**src/sv/gtne_pkg.sv**
```systemverilog
// ----------------------------------------------------------------------------
// gtne_pkg - shared types and constants of the grid neighbour enumerator
// Field widths, register codes, neighbour offset table and the command and
// status bundles between controller and datapath.
// ----------------------------------------------------------------------------
package gtne_pkg;

    localparam int unsigned IDX_W        = 30;
    localparam int unsigned CFG_W        = 11;
    localparam int unsigned ORD_W        = 5;
    localparam int unsigned NSLOT        = 18;
    localparam int unsigned NSLOT_W      = 5;
    localparam int unsigned CFG_ADDR_W   = 2;
    localparam int unsigned CFG_MAX      = (1 << CFG_W) - 1;
    localparam int unsigned AXIS_MAX_DEF = 1024;
    localparam int unsigned SXY_W        = 2 * CFG_W;
    localparam int unsigned DIV_CNT_W    = $clog2(IDX_W + 1);
    localparam int unsigned S_TDATA_W    = ((IDX_W + 7) / 8) * 8;
    localparam int unsigned M_TDATA_W    = ((IDX_W + ORD_W + 7) / 8) * 8;

    typedef enum logic [CFG_ADDR_W-1:0] {
        REG_SIZE_X     = 2'd0,
        REG_SIZE_Y     = 2'd1,
        REG_SIZE_Z     = 2'd2,
        REG_PARITY_REF = 2'd3
    } t_cfg_reg;

    typedef enum logic [1:0] {
        OFF_NONE = 2'b00,
        OFF_POS  = 2'b01,
        OFF_NEG  = 2'b11
    } t_off;

    typedef struct packed {
        t_off dx;
        t_off dy;
        t_off dz;
    } t_nbr_off;

    typedef struct packed {
        logic capture;
        logic div_start;
        logic div_sel;
        logic take_x;
        logic take_yz;
        logic build_mask;
        logic emit;
    } t_dp_cmd;

    typedef struct packed {
        logic div_done;
        logic out_free;
        logic last_pick;
    } t_dp_sts;

    // axis neighbours first, then the edge diagonals
    function automatic t_nbr_off slot_off(input logic [NSLOT_W-1:0] slot);
        t_nbr_off o;
        unique case (slot)
            0:       o = '{OFF_NEG,  OFF_NONE, OFF_NONE};
            1:       o = '{OFF_POS,  OFF_NONE, OFF_NONE};
            2:       o = '{OFF_NONE, OFF_NEG,  OFF_NONE};
            3:       o = '{OFF_NONE, OFF_POS,  OFF_NONE};
            4:       o = '{OFF_NONE, OFF_NONE, OFF_NEG};
            5:       o = '{OFF_NONE, OFF_NONE, OFF_POS};
            6:       o = '{OFF_NEG,  OFF_NEG,  OFF_NONE};
            7:       o = '{OFF_NEG,  OFF_POS,  OFF_NONE};
            8:       o = '{OFF_NEG,  OFF_NONE, OFF_NEG};
            9:       o = '{OFF_NEG,  OFF_NONE, OFF_POS};
            10:      o = '{OFF_POS,  OFF_NEG,  OFF_NONE};
            11:      o = '{OFF_POS,  OFF_POS,  OFF_NONE};
            12:      o = '{OFF_POS,  OFF_NONE, OFF_NEG};
            13:      o = '{OFF_POS,  OFF_NONE, OFF_POS};
            14:      o = '{OFF_NONE, OFF_NEG,  OFF_NEG};
            15:      o = '{OFF_NONE, OFF_NEG,  OFF_POS};
            16:      o = '{OFF_NONE, OFF_POS,  OFF_NEG};
            17:      o = '{OFF_NONE, OFF_POS,  OFF_POS};
            default: o = '{OFF_NONE, OFF_NONE, OFF_NONE};
        endcase
        return o;
    endfunction

    function automatic logic [IDX_W-1:0] off_term(input t_off o, input logic [IDX_W-1:0] val);
        logic [IDX_W-1:0] r;
        unique case (o)
            OFF_POS: r = val;
            OFF_NEG: r = '0 - val;
            default: r = '0;
        endcase
        return r;
    endfunction

endpackage

```
**src/sv/gtne_divider.sv**
```systemverilog
// ----------------------------------------------------------------------------
// gtne_divider - bit-serial restoring divider
// Divides an index-wide dividend by a size-wide non-zero divisor, one
// quotient bit per cycle; o_done pulses once quotient and remainder are final.
// ----------------------------------------------------------------------------
module gtne_divider (
    input  logic                         i_clk,
    input  logic                         i_rst_n,
    input  logic                         i_start,
    input  logic [gtne_pkg::IDX_W-1:0]   i_dividend,
    input  logic [gtne_pkg::CFG_W-1:0]   i_divisor,
    output logic                         o_done,
    output logic [gtne_pkg::IDX_W-1:0]   o_quot,
    output logic [gtne_pkg::CFG_W-1:0]   o_rem
);
    import gtne_pkg::*;

    logic [IDX_W-1:0]     r_quo;
    logic [CFG_W-1:0]     r_rem;
    logic [CFG_W-1:0]     r_dsr;
    logic [DIV_CNT_W-1:0] r_cnt;
    logic                 r_busy;
    logic                 r_done;

    logic [CFG_W:0]       trial;
    logic [CFG_W:0]       diff;
    logic                 ge;
    logic [CFG_W-1:0]     n_rem;
    logic [IDX_W-1:0]     n_quo;

    always_comb begin
        trial = {r_rem, r_quo[IDX_W-1]};
        diff  = trial - {1'b0, r_dsr};
        ge    = (trial >= {1'b0, r_dsr});
        n_rem = ge ? diff[CFG_W-1:0] : trial[CFG_W-1:0];
        n_quo = {r_quo[IDX_W-2:0], ge};
    end

    always_ff @(posedge i_clk) begin
        if (!i_rst_n) begin
            r_busy <= 1'b0;
            r_done <= 1'b0;
            r_cnt  <= '0;
        end else if (i_start) begin
            r_busy <= 1'b1;
            r_done <= 1'b0;
            r_cnt  <= DIV_CNT_W'(IDX_W);
        end else if (r_busy) begin
            r_cnt  <= r_cnt - DIV_CNT_W'(1);
            r_busy <= (r_cnt != DIV_CNT_W'(1));
            r_done <= (r_cnt == DIV_CNT_W'(1));
        end else begin
            r_done <= 1'b0;
        end
    end

    always_ff @(posedge i_clk) begin
        if (i_start) begin
            r_quo <= i_dividend;
            r_rem <= '0;
            r_dsr <= i_divisor;
        end else if (r_busy) begin
            r_quo <= n_quo;
            r_rem <= n_rem;
        end
    end

    assign o_done = r_done;
    assign o_quot = r_quo;
    assign o_rem  = r_rem;

endmodule

```
**src/sv/gtne_datapath.sv**
```systemverilog
// ----------------------------------------------------------------------------
// gtne_datapath - configuration, index decode and neighbour generation
// Holds the size registers, decodes the vertex index through the shared
// divider, builds the neighbour mask and drives the output register.
// ----------------------------------------------------------------------------
module gtne_datapath #(
    parameter int unsigned AXIS_MAX = gtne_pkg::AXIS_MAX_DEF
) (
    input  logic                             i_clk,
    input  logic                             i_rst_n,
    input  logic                             i_cfg_wr,
    input  logic [gtne_pkg::CFG_ADDR_W-1:0]  i_cfg_addr,
    input  logic [gtne_pkg::CFG_W-1:0]       i_cfg_data,
    input  logic [gtne_pkg::IDX_W-1:0]       i_vertex,
    input  gtne_pkg::t_dp_cmd                i_cmd,
    output gtne_pkg::t_dp_sts                o_sts,
    input  logic                             i_out_ready,
    output logic                             o_out_valid,
    output logic [gtne_pkg::IDX_W-1:0]       o_nbr_idx,
    output logic [gtne_pkg::ORD_W-1:0]       o_nbr_ord,
    output logic                             o_is_valid,
    output logic                             o_is_last
);
    import gtne_pkg::*;

    localparam logic [CFG_W-1:0] CLAMP =
        (AXIS_MAX > CFG_MAX) ? CFG_W'(CFG_MAX) : CFG_W'(AXIS_MAX);
    localparam int unsigned ZPAD = IDX_W - CFG_W;

    function automatic logic [CFG_W-1:0] eff_size(input logic [CFG_W-1:0] s);
        logic [CFG_W-1:0] r;
        if (s == '0) begin
            r = CFG_W'(1);
        end else if (s > CLAMP) begin
            r = CLAMP;
        end else begin
            r = s;
        end
        return r;
    endfunction

    logic [CFG_W-1:0]   r_size_x;
    logic [CFG_W-1:0]   r_size_y;
    logic [CFG_W-1:0]   r_size_z;
    logic               r_par;

    logic [IDX_W-1:0]   r_v;
    logic [SXY_W-1:0]   r_sxy;
    logic [CFG_W-1:0]   r_x;
    logic [CFG_W-1:0]   r_y;
    logic [IDX_W-1:0]   r_tz;
    logic [NSLOT-1:0]   r_mask;
    logic [ORD_W-1:0]   r_ord;

    logic               r_out_valid;
    logic [IDX_W-1:0]   r_out_idx;
    logic [ORD_W-1:0]   r_out_ord;
    logic               r_out_vld;
    logic               r_out_last;

    logic [CFG_W-1:0]   sx;
    logic [CFG_W-1:0]   sy;
    logic [CFG_W-1:0]   sz;
    logic               div_done;
    logic [IDX_W-1:0]   div_quot;
    logic [CFG_W-1:0]   div_rem;
    logic [IDX_W-1:0]   div_dividend;
    logic [CFG_W-1:0]   div_divisor;

    logic               xm, xp, ym, yp, zm, zp, diag;
    logic [NSLOT-1:0]   n_mask;
    logic [NSLOT-1:0]   low;
    logic [NSLOT-1:0]   rest;
    logic [NSLOT_W-1:0] pick;
    t_nbr_off           off;
    logic [IDX_W-1:0]   nbr;

    assign sx = eff_size(r_size_x);
    assign sy = eff_size(r_size_y);
    assign sz = eff_size(r_size_z);

    always_ff @(posedge i_clk) begin
        if (!i_rst_n) begin
            r_size_x <= CFG_W'(1);
            r_size_y <= CFG_W'(1);
            r_size_z <= CFG_W'(1);
            r_par    <= 1'b1;
        end else if (i_cfg_wr) begin
            unique case (i_cfg_addr)
                REG_SIZE_X:     r_size_x <= i_cfg_data;
                REG_SIZE_Y:     r_size_y <= i_cfg_data;
                REG_SIZE_Z:     r_size_z <= i_cfg_data;
                REG_PARITY_REF: r_par    <= i_cfg_data[0];
                default:        r_par    <= r_par;
            endcase
        end
    end

    assign div_dividend = i_cmd.div_sel ? r_tz : r_v;
    assign div_divisor  = i_cmd.div_sel ? sy : sx;

    gtne_divider u_div (
        .i_clk      (i_clk),
        .i_rst_n    (i_rst_n),
        .i_start    (i_cmd.div_start),
        .i_dividend (div_dividend),
        .i_divisor  (div_divisor),
        .o_done     (div_done),
        .o_quot     (div_quot),
        .o_rem      (div_rem)
    );

    always_ff @(posedge i_clk) begin
        if (i_cmd.capture) begin
            r_v   <= i_vertex;
            r_sxy <= SXY_W'(sx) * SXY_W'(sy);
        end
        if (i_cmd.take_x) begin
            r_x  <= div_rem;
            r_tz <= div_quot;
        end
        if (i_cmd.take_yz) begin
            r_y  <= div_rem;
            r_tz <= div_quot;
        end
    end

    // bounds flags; z may lie beyond the grid, so a step down is checked too
    always_comb begin
        xm   = (r_x != '0);
        xp   = (({1'b0, r_x} + (CFG_W+1)'(1)) < {1'b0, sx});
        ym   = (r_y != '0);
        yp   = (({1'b0, r_y} + (CFG_W+1)'(1)) < {1'b0, sy});
        zm   = (r_tz != '0) && (r_tz <= {{ZPAD{1'b0}}, sz});
        zp   = (({1'b0, r_tz} + (IDX_W+1)'(1)) < {{(ZPAD+1){1'b0}}, sz});
        diag = ((r_x[0] ^ r_y[0] ^ r_tz[0]) != r_par);
        n_mask[0]  = xm;
        n_mask[1]  = xp;
        n_mask[2]  = ym;
        n_mask[3]  = yp;
        n_mask[4]  = zm;
        n_mask[5]  = zp;
        n_mask[6]  = diag & xm & ym;
        n_mask[7]  = diag & xm & yp;
        n_mask[8]  = diag & xm & zm;
        n_mask[9]  = diag & xm & zp;
        n_mask[10] = diag & xp & ym;
        n_mask[11] = diag & xp & yp;
        n_mask[12] = diag & xp & zm;
        n_mask[13] = diag & xp & zp;
        n_mask[14] = diag & ym & zm;
        n_mask[15] = diag & ym & zp;
        n_mask[16] = diag & yp & zm;
        n_mask[17] = diag & yp & zp;
    end

    always_comb begin
        low  = r_mask & (~r_mask + NSLOT'(1));
        rest = r_mask & ~low;
        pick = '0;
        for (int i = NSLOT - 1; i >= 0; i--) begin
            if (r_mask[i]) begin
                pick = NSLOT_W'(i);
            end
        end
        off = slot_off(pick);
        nbr = r_v + off_term(off.dx, IDX_W'(1))
                  + off_term(off.dy, {{ZPAD{1'b0}}, sx})
                  + off_term(off.dz, IDX_W'(r_sxy));
    end

    always_ff @(posedge i_clk) begin
        if (!i_rst_n) begin
            r_mask <= '0;
            r_ord  <= '0;
        end else if (i_cmd.build_mask) begin
            r_mask <= n_mask;
            r_ord  <= '0;
        end else if (i_cmd.emit) begin
            r_mask <= rest;
            r_ord  <= r_ord + ORD_W'(1);
        end
    end

    always_ff @(posedge i_clk) begin
        if (!i_rst_n) begin
            r_out_valid <= 1'b0;
        end else if (i_cmd.emit) begin
            r_out_valid <= 1'b1;
        end else if (i_out_ready) begin
            r_out_valid <= 1'b0;
        end
    end

    always_ff @(posedge i_clk) begin
        if (i_cmd.emit) begin
            if (r_mask == '0) begin
                r_out_idx  <= '0;
                r_out_ord  <= '0;
                r_out_vld  <= 1'b0;
                r_out_last <= 1'b1;
            end else begin
                r_out_idx  <= nbr;
                r_out_ord  <= r_ord;
                r_out_vld  <= 1'b1;
                r_out_last <= (rest == '0);
            end
        end
    end

    assign o_sts.div_done  = div_done;
    assign o_sts.out_free  = !r_out_valid || i_out_ready;
    assign o_sts.last_pick = (rest == '0);

    assign o_out_valid = r_out_valid;
    assign o_nbr_idx   = r_out_idx;
    assign o_nbr_ord   = r_out_ord;
    assign o_is_valid  = r_out_vld;
    assign o_is_last   = r_out_last;

endmodule

```
**src/sv/gtne_ctrl.sv**
```systemverilog
// ----------------------------------------------------------------------------
// gtne_ctrl - sequencing state machine
// Takes one request, runs the two divisions, builds the neighbour mask and
// hands out one result per free output slot until the last one.
// ----------------------------------------------------------------------------
module gtne_ctrl (
    input  logic              i_clk,
    input  logic              i_rst_n,
    input  logic              i_in_valid,
    output logic              o_in_ready,
    input  gtne_pkg::t_dp_sts i_sts,
    output gtne_pkg::t_dp_cmd o_cmd
);
    import gtne_pkg::*;

    typedef enum logic [6:0] {
        S_IDLE    = 7'b0000001,
        S_DIV1_GO = 7'b0000010,
        S_DIV1    = 7'b0000100,
        S_DIV2_GO = 7'b0001000,
        S_DIV2    = 7'b0010000,
        S_MASK    = 7'b0100000,
        S_EMIT    = 7'b1000000
    } t_state;

    t_state r_state;
    t_state n_state;

    always_comb begin
        n_state    = r_state;
        o_cmd      = '0;
        o_in_ready = 1'b0;
        unique case (r_state)
            S_IDLE: begin
                o_in_ready = 1'b1;
                if (i_in_valid) begin
                    o_cmd.capture = 1'b1;
                    n_state       = S_DIV1_GO;
                end
            end
            S_DIV1_GO: begin
                o_cmd.div_start = 1'b1;
                n_state         = S_DIV1;
            end
            S_DIV1: begin
                if (i_sts.div_done) begin
                    o_cmd.take_x = 1'b1;
                    n_state      = S_DIV2_GO;
                end
            end
            S_DIV2_GO: begin
                o_cmd.div_start = 1'b1;
                o_cmd.div_sel   = 1'b1;
                n_state         = S_DIV2;
            end
            S_DIV2: begin
                o_cmd.div_sel = 1'b1;
                if (i_sts.div_done) begin
                    o_cmd.take_yz = 1'b1;
                    n_state       = S_MASK;
                end
            end
            S_MASK: begin
                o_cmd.build_mask = 1'b1;
                n_state          = S_EMIT;
            end
            S_EMIT: begin
                if (i_sts.out_free) begin
                    o_cmd.emit = 1'b1;
                    if (i_sts.last_pick) begin
                        n_state = S_IDLE;
                    end
                end
            end
            default: n_state = S_IDLE;
        endcase
    end

    always_ff @(posedge i_clk) begin
        if (!i_rst_n) begin
            r_state <= S_IDLE;
        end else begin
            r_state <= n_state;
        end
    end

endmodule

```
**src/sv/grid_tet_neighbor_enumerator.sv**
```systemverilog
// ----------------------------------------------------------------------------
// grid_tet_neighbor_enumerator - tetrahedral grid vertex neighbour enumerator
// After a request is taken, the bit-serial divider is used twice, with 30 steps
//   each, to decode x, y and z, and the neighbour mask is built; results then
//   follow at one per cycle while the output is free, 1 to 18 per request.
//   A new request is taken only after the last result of the previous one.
// Reset: synchronous, active low; sizes return to 1 and parity reference to 1.
// ----------------------------------------------------------------------------
module grid_tet_neighbor_enumerator #(
    parameter int unsigned AXIS_MAX = gtne_pkg::AXIS_MAX_DEF
) (
    input  logic                             i_clk,
    input  logic                             i_rst_n,
    input  logic                             s_axis_tvalid,
    output logic                             s_axis_tready,
    input  logic [gtne_pkg::S_TDATA_W-1:0]   s_axis_tdata,   // [29:0] vertex_index
    output logic                             m_axis_tvalid,
    input  logic                             m_axis_tready,
    output logic [gtne_pkg::M_TDATA_W-1:0]   m_axis_tdata,   // [29:0] neighbor_index,
                                                             // [34:30] neighbor_ordinal
    output logic                             m_axis_tuser,   // [0] is_valid
    output logic                             m_axis_tlast,
    input  logic                             i_cfg_valid,
    output logic                             o_cfg_ready,
    input  logic [gtne_pkg::CFG_ADDR_W-1:0]  i_cfg_addr,
    input  logic [gtne_pkg::CFG_W-1:0]       i_cfg_data
);
    import gtne_pkg::*;

    localparam int unsigned PAD_W = M_TDATA_W - IDX_W - ORD_W;

    t_dp_cmd          cmd;
    t_dp_sts          sts;
    logic [IDX_W-1:0] nbr_idx;
    logic [ORD_W-1:0] nbr_ord;

    assign o_cfg_ready = 1'b1;

    gtne_ctrl u_ctrl (
        .i_clk      (i_clk),
        .i_rst_n    (i_rst_n),
        .i_in_valid (s_axis_tvalid),
        .o_in_ready (s_axis_tready),
        .i_sts      (sts),
        .o_cmd      (cmd)
    );

    gtne_datapath #(
        .AXIS_MAX (AXIS_MAX)
    ) u_dp (
        .i_clk       (i_clk),
        .i_rst_n     (i_rst_n),
        .i_cfg_wr    (i_cfg_valid),
        .i_cfg_addr  (i_cfg_addr),
        .i_cfg_data  (i_cfg_data),
        .i_vertex    (s_axis_tdata[IDX_W-1:0]),
        .i_cmd       (cmd),
        .o_sts       (sts),
        .i_out_ready (m_axis_tready),
        .o_out_valid (m_axis_tvalid),
        .o_nbr_idx   (nbr_idx),
        .o_nbr_ord   (nbr_ord),
        .o_is_valid  (m_axis_tuser),
        .o_is_last   (m_axis_tlast)
    );

    assign m_axis_tdata = {{PAD_W{1'b0}}, nbr_ord, nbr_idx};

    a_one_request: assert property (@(posedge i_clk) disable iff (!i_rst_n)
        (s_axis_tvalid && s_axis_tready) |=> !s_axis_tready)
        else $error("request taken while previous one still in progress");

    a_busy_midrun: assert property (@(posedge i_clk) disable iff (!i_rst_n)
        (m_axis_tvalid && !m_axis_tlast) |-> !s_axis_tready)
        else $error("ready raised before final result of a run");

    a_empty_result: assert property (@(posedge i_clk) disable iff (!i_rst_n)
        (m_axis_tvalid && !m_axis_tuser) |-> (m_axis_tlast && nbr_ord == '0 && nbr_idx == '0))
        else $error("invalid result not a lone final zero result");

    a_ord_range: assert property (@(posedge i_clk) disable iff (!i_rst_n)
        m_axis_tvalid |-> (nbr_ord < ORD_W'(NSLOT)))
        else $error("neighbour ordinal out of range");

endmodule
```
**config.mk**
```make
export PLATFORM = sky130hd
export DESIGN_NAME = grid_tet_neighbor_enumerator
export DESIGN_NICKNAME = d
export VERILOG_FILES = /design/src/sv/gtne_pkg.sv /design/src/sv/gtne_divider.sv /design/src/sv/gtne_datapath.sv /design/src/sv/gtne_ctrl.sv /design/src/sv/grid_tet_neighbor_enumerator.sv
export SDC_FILE = /design/constraint.sdc
export NUM_CORES = 1
export LEC_CHECK = 0
export BUFFER_PORTS_ARGS = -buffer_cell sky130_fd_sc_hd__buf_2
export CORE_UTILIZATION = 24
export CTS_CLUSTER_SIZE = 12
export DETAILED_ROUTE_END_ITERATION = 12
export PLACE_DENSITY_LB_ADDON = 0.15
export SLEW_MARGIN = 20
export SYNTH_ARGS = -nofsm -noshare
export SYNTH_HDL_FRONTEND = slang
export SYNTH_SLANG_ARGS = --single-unit
```
**constraint.sdc**
```tcl
create_clock -name i_clk -period 19.85 [get_ports i_clk]
set_input_delay 0.9925 -clock i_clk [delete_from_list [all_inputs] [get_ports i_clk]]
set_output_delay 0.9925 -clock i_clk [all_outputs]
set_load 0.01 [all_outputs]
```
==> flow_metrics.py <==
metrics = {
    "timing": {
        "slew_headroom_pct": 32.72,
        "clock.fmax_mhz": 133.6,
        "worst_hold_slack_ns": 0.4486,
        "finalCritPeriodShare_pct": 37.70,
        "fin_worst_skew_ns": 0.02960,
        "min_period_ns": 7.483,
        "final-max-slew-violation-count": 0,
        "rsz0062_at_grt": "no",
        "tns_ns": 0,
        "tightestPinTransition_ns": 1.000,
        "timing.final.ws_setup_ns": 12.37,
        "setup_violations": 0,
        "finalHoldViolations": 0,
    },
    "clock_network": {
        "cts-buffers-inserted": 37,
        "hold_buffers": 0,
        "clock_sinks": 265,
        "post_cts_resized": 0,
        "htree_num_levels": 2,
        "cts_tree": "yes",
        "cts.clk_slew.worst_paths_ns": 0.06,
        "clkLatencyLatePin_ns": 0.56,
        "ctsLongestPathBuffers": 3,
        "cts_root_buffer": "clkbuf_16",
        "post_cts_buffers": 0,
    },
    "synthesis": {
        "avgSynthCellArea_um2": 9.609,
        "synth_top_area_share_pct": 26.69,
        "synth_most_common_cell": "nor2_1",
        "ys_ff_latch": 265,
        "synth_seq_area_share_pct": 34.81,
        "synthArstFlopShare_pct": 0,
        "synth_cells": 2131,
        "ys.flop_type": "edfxtp_1",
        "synth_area_leaders": "edfxtp_1 (27%), fa_1 (13%), ha_1 (9.7%)",
        "synth_common_cells": "nor2_1 (236), inv_1 (208), edfxtp_1 (182), nand2_1 (177), ha_1 (158)",
        "synth_top_area_cell": "edfxtp_1",
        "synth_edf_count": 182,
        "synth_cell_type_count": 93,
        "ys_warn_count": 0,
        "synth_area_um2": 20480,
    },
    "worst_setup_path": {
        "crit_type": "reg -> reg",
        "r2r-end": "u_dp.o_nbr_idx[29]",
        "critPathLaunch": "u_dp.r_mask[0]",
        "crit_chain": "nor4_1 -> nand4_1 -> nor2_1 -> o21a_1 -> buf_4 -> mux2_2 -> o21ai_0 -> fa_1 -> fa_1 -> ha_1 -> o21ai_0 -> o21a_1 -> nor4bb_1 -> or2_2 -> a41oi_1 -> o311ai_0 -> nand3_1 -> nor3b_1",
        "slowest_delay_ns": 0.82,
        "startpoint_type": "flip-flop",
        "cpLargestDelayFamily": "simple AND/OR/NAND/NOR gates",
        "cp_max_fo": 24,
        "critical_path_depth": 18,
        "critPathCaptureType": "flip-flop",
        "required_ns": 20.15,
        "r2r_cells": 18,
        "crit_end": "u_dp.o_nbr_idx[29]",
        "rrSetupSlack_ns": 12.37,
        "crit-reg2reg-launch": "u_dp.r_mask[0]",
        "cp_data_arrival_time_ns": 7.78,
        "path_buf_inv": 1,
        "slowest_stage": "nor4_1",
    },
    "placed_design": {
        "place_ws_ns": 12.41,
        "gp_congestion": 0.8394,
        "dp_hpwl_mm": 46.63,
        "place.port_buffers": 86,
        "place_area_um2": 22120,
    },
    "min_path": {
        "hold_class": "reg -> reg",
        "worstHoldStart": "u_dp.u_div.o_quot[13]",
    },
    "power": {
        "pwr_density_cell_nw_per_um2": 74.68,
        "irDropWorstVdd_mv": 0.05777,
        "power.leakage_nw": 9.455,
    },
    "route": {
        "vias": 15630,
        "antenna_left": 0,
        "route.detailed.drc": 0,
        "drt-total-wl_mm": 61.02,
        "drt_pre_antenna_iters": 9,
        "drt-initial-drc-count": 857,
        "wl_per_cell_um": 18.18,
        "viasPerCell": 4.656,
    },
    "job": {
        "maxCapViolations": 0,
    },
    "outcome": {
        "status": "completed",
    },
    "layout": {
        "finalInstanceArea_um2": 23410,
        "final_nets": 2535,
        "syn_to_final_growth_pct": 14.34,
        "drive_gt1_share_pct": 9.766,
        "diodes": 0,
        "fillers": 8962,
    },
    "global_routing": {
        "grt.total_usage_pct": 14.15,
        "grt_max_degree": 75,
        "grt_pass1_wl_mm": 93.68,
        "grt_pass1_vias": 15610,
        "grt_overflow_total": 0,
        "antenna_found_initial": 1,
    },
    "floorplan": {
        "die_area_um2": 86490,
        "initial_core_util_pct": 24.35,
        "fp.dieW_um": 294.1,
        "core_area_um2": 84090,
        "die_height_um": 294.1,
        "ioPinCount": 95,
        "rows": 106,
    },
}
[routing by layer]
| metal | GRT usage, % | up-vias | share of wire [%] |
|---|---|---|---|
| li1 | - | 7500 | - |
| met1 | 19.05 | 7710 | 46 |
| met2 | 23.10 | 341 | 46 |
| met3 | 2.311 | 76 | 4.9 |
| met4 | 4.243 | 0 | 2.6 |
| met5 | 0 | - | 0 |
[per-stage QoR]
stage	power, mW	std cells	util (%)
5_1_grt	1.840	3356	27.84
6_report	1.748	3356	27.84
3_3_place_gp	1.062	3288	26.31
4_1_cts	1.776	3355	27.80
3_5_place_dp	1.061	3288	26.31
2_1_floorplan	0.9475	2135	-
[registers in the layout, summed over array words and instances (netlist names), 5 cells and up]
register           count
u_dp.r_v              30
u_dp.r_sxy            22
u_dp.u_div.r_dsr      11
u_dp.u_div.r_cnt       5
u_dp.r_size_z         11
u_dp.u_div.o_rem      11
u_dp.r_size_y         11
u_dp.r_y              11
u_dp.r_mask           18
u_dp.u_div.o_quot     30
u_ctrl.r_state         7
u_dp.o_nbr_idx        30
u_dp.r_tz             30
u_dp.r_size_x         11
u_dp.r_x              11
u_dp.o_nbr_ord         5
u_dp.r_ord             5
[worst min-delay path by stage]
| stage | to | slack (ns) | depth (start not counted) |
|---|---|---|---|
| global route | u_dp.r_tz[12] | 0.46 | 0 |
| finish | u_dp.r_tz[13] | 0.45 | 0 |
| CTS | u_dp.r_tz[13] | 0.45 | 0 |
| floorplan | u_dp.r_tz[29] | 0.43 | 0 |
| global placement | u_dp.r_tz[12] | 0.43 | 0 |
| detailed placement | u_dp.r_tz[11] | 0.43 | 0 |
[layout make-up]
type	instances	area [um2]	share of cell area [%]
sequential	265	7127	30.44
clock inverter	23	284.0	1.213
tap	1134	1419	6.061
inverter	220	825.8	3.527
clock buffer	44	973.4	4.158
timing repair buffer	108	615.6	2.629
multi-input combinational	1562	12170	51.97
[kinds of logic (layout without fill, tap and decap cells)]
kind of cell               after synthesis  count (layout)  synth area share [%]
xor gates and xnor gates               106             106                 4.534
DFF                                    265             265                 34.81
and+or+nand+nor                        718             718                 16.90
adders and majority gates              293             293                 22.76
muxes                                   67              67                 3.294
buffers and inverters                  308             395                 6.166
AOI/OAI and AO/OA                      372             372                 11.50
other                                    2               6               0.03668
[report_power, final]
group          switching (mW)  internal, mW
Sequential             0.0538         0.649
Combinational           0.205         0.140
Clock                   0.270         0.430
Total                   0.529          1.22
[cell usage in the layout (no fill, tap or decap), types with 20 or more instances in the layout]
cell       instances
nor2b_1           36
dfxtp_1           83
mux2i_1           64
ha_1             158
xor2_1            40
o21ai_0           68
buf_2             86
clkbuf_16         38
nor4_1            31
inv_1            207
fa_1             133
o211ai_1          27
buf_4             21
nor3_1            35
nand2_1          177
a21o_1            21
and2_1            20
a21oi_1          131
edfxtp_1         182
xnor2_1           66
nand3_1           61
nor2_1           235
Note: power is estimated with default switching activity, not from simulation.
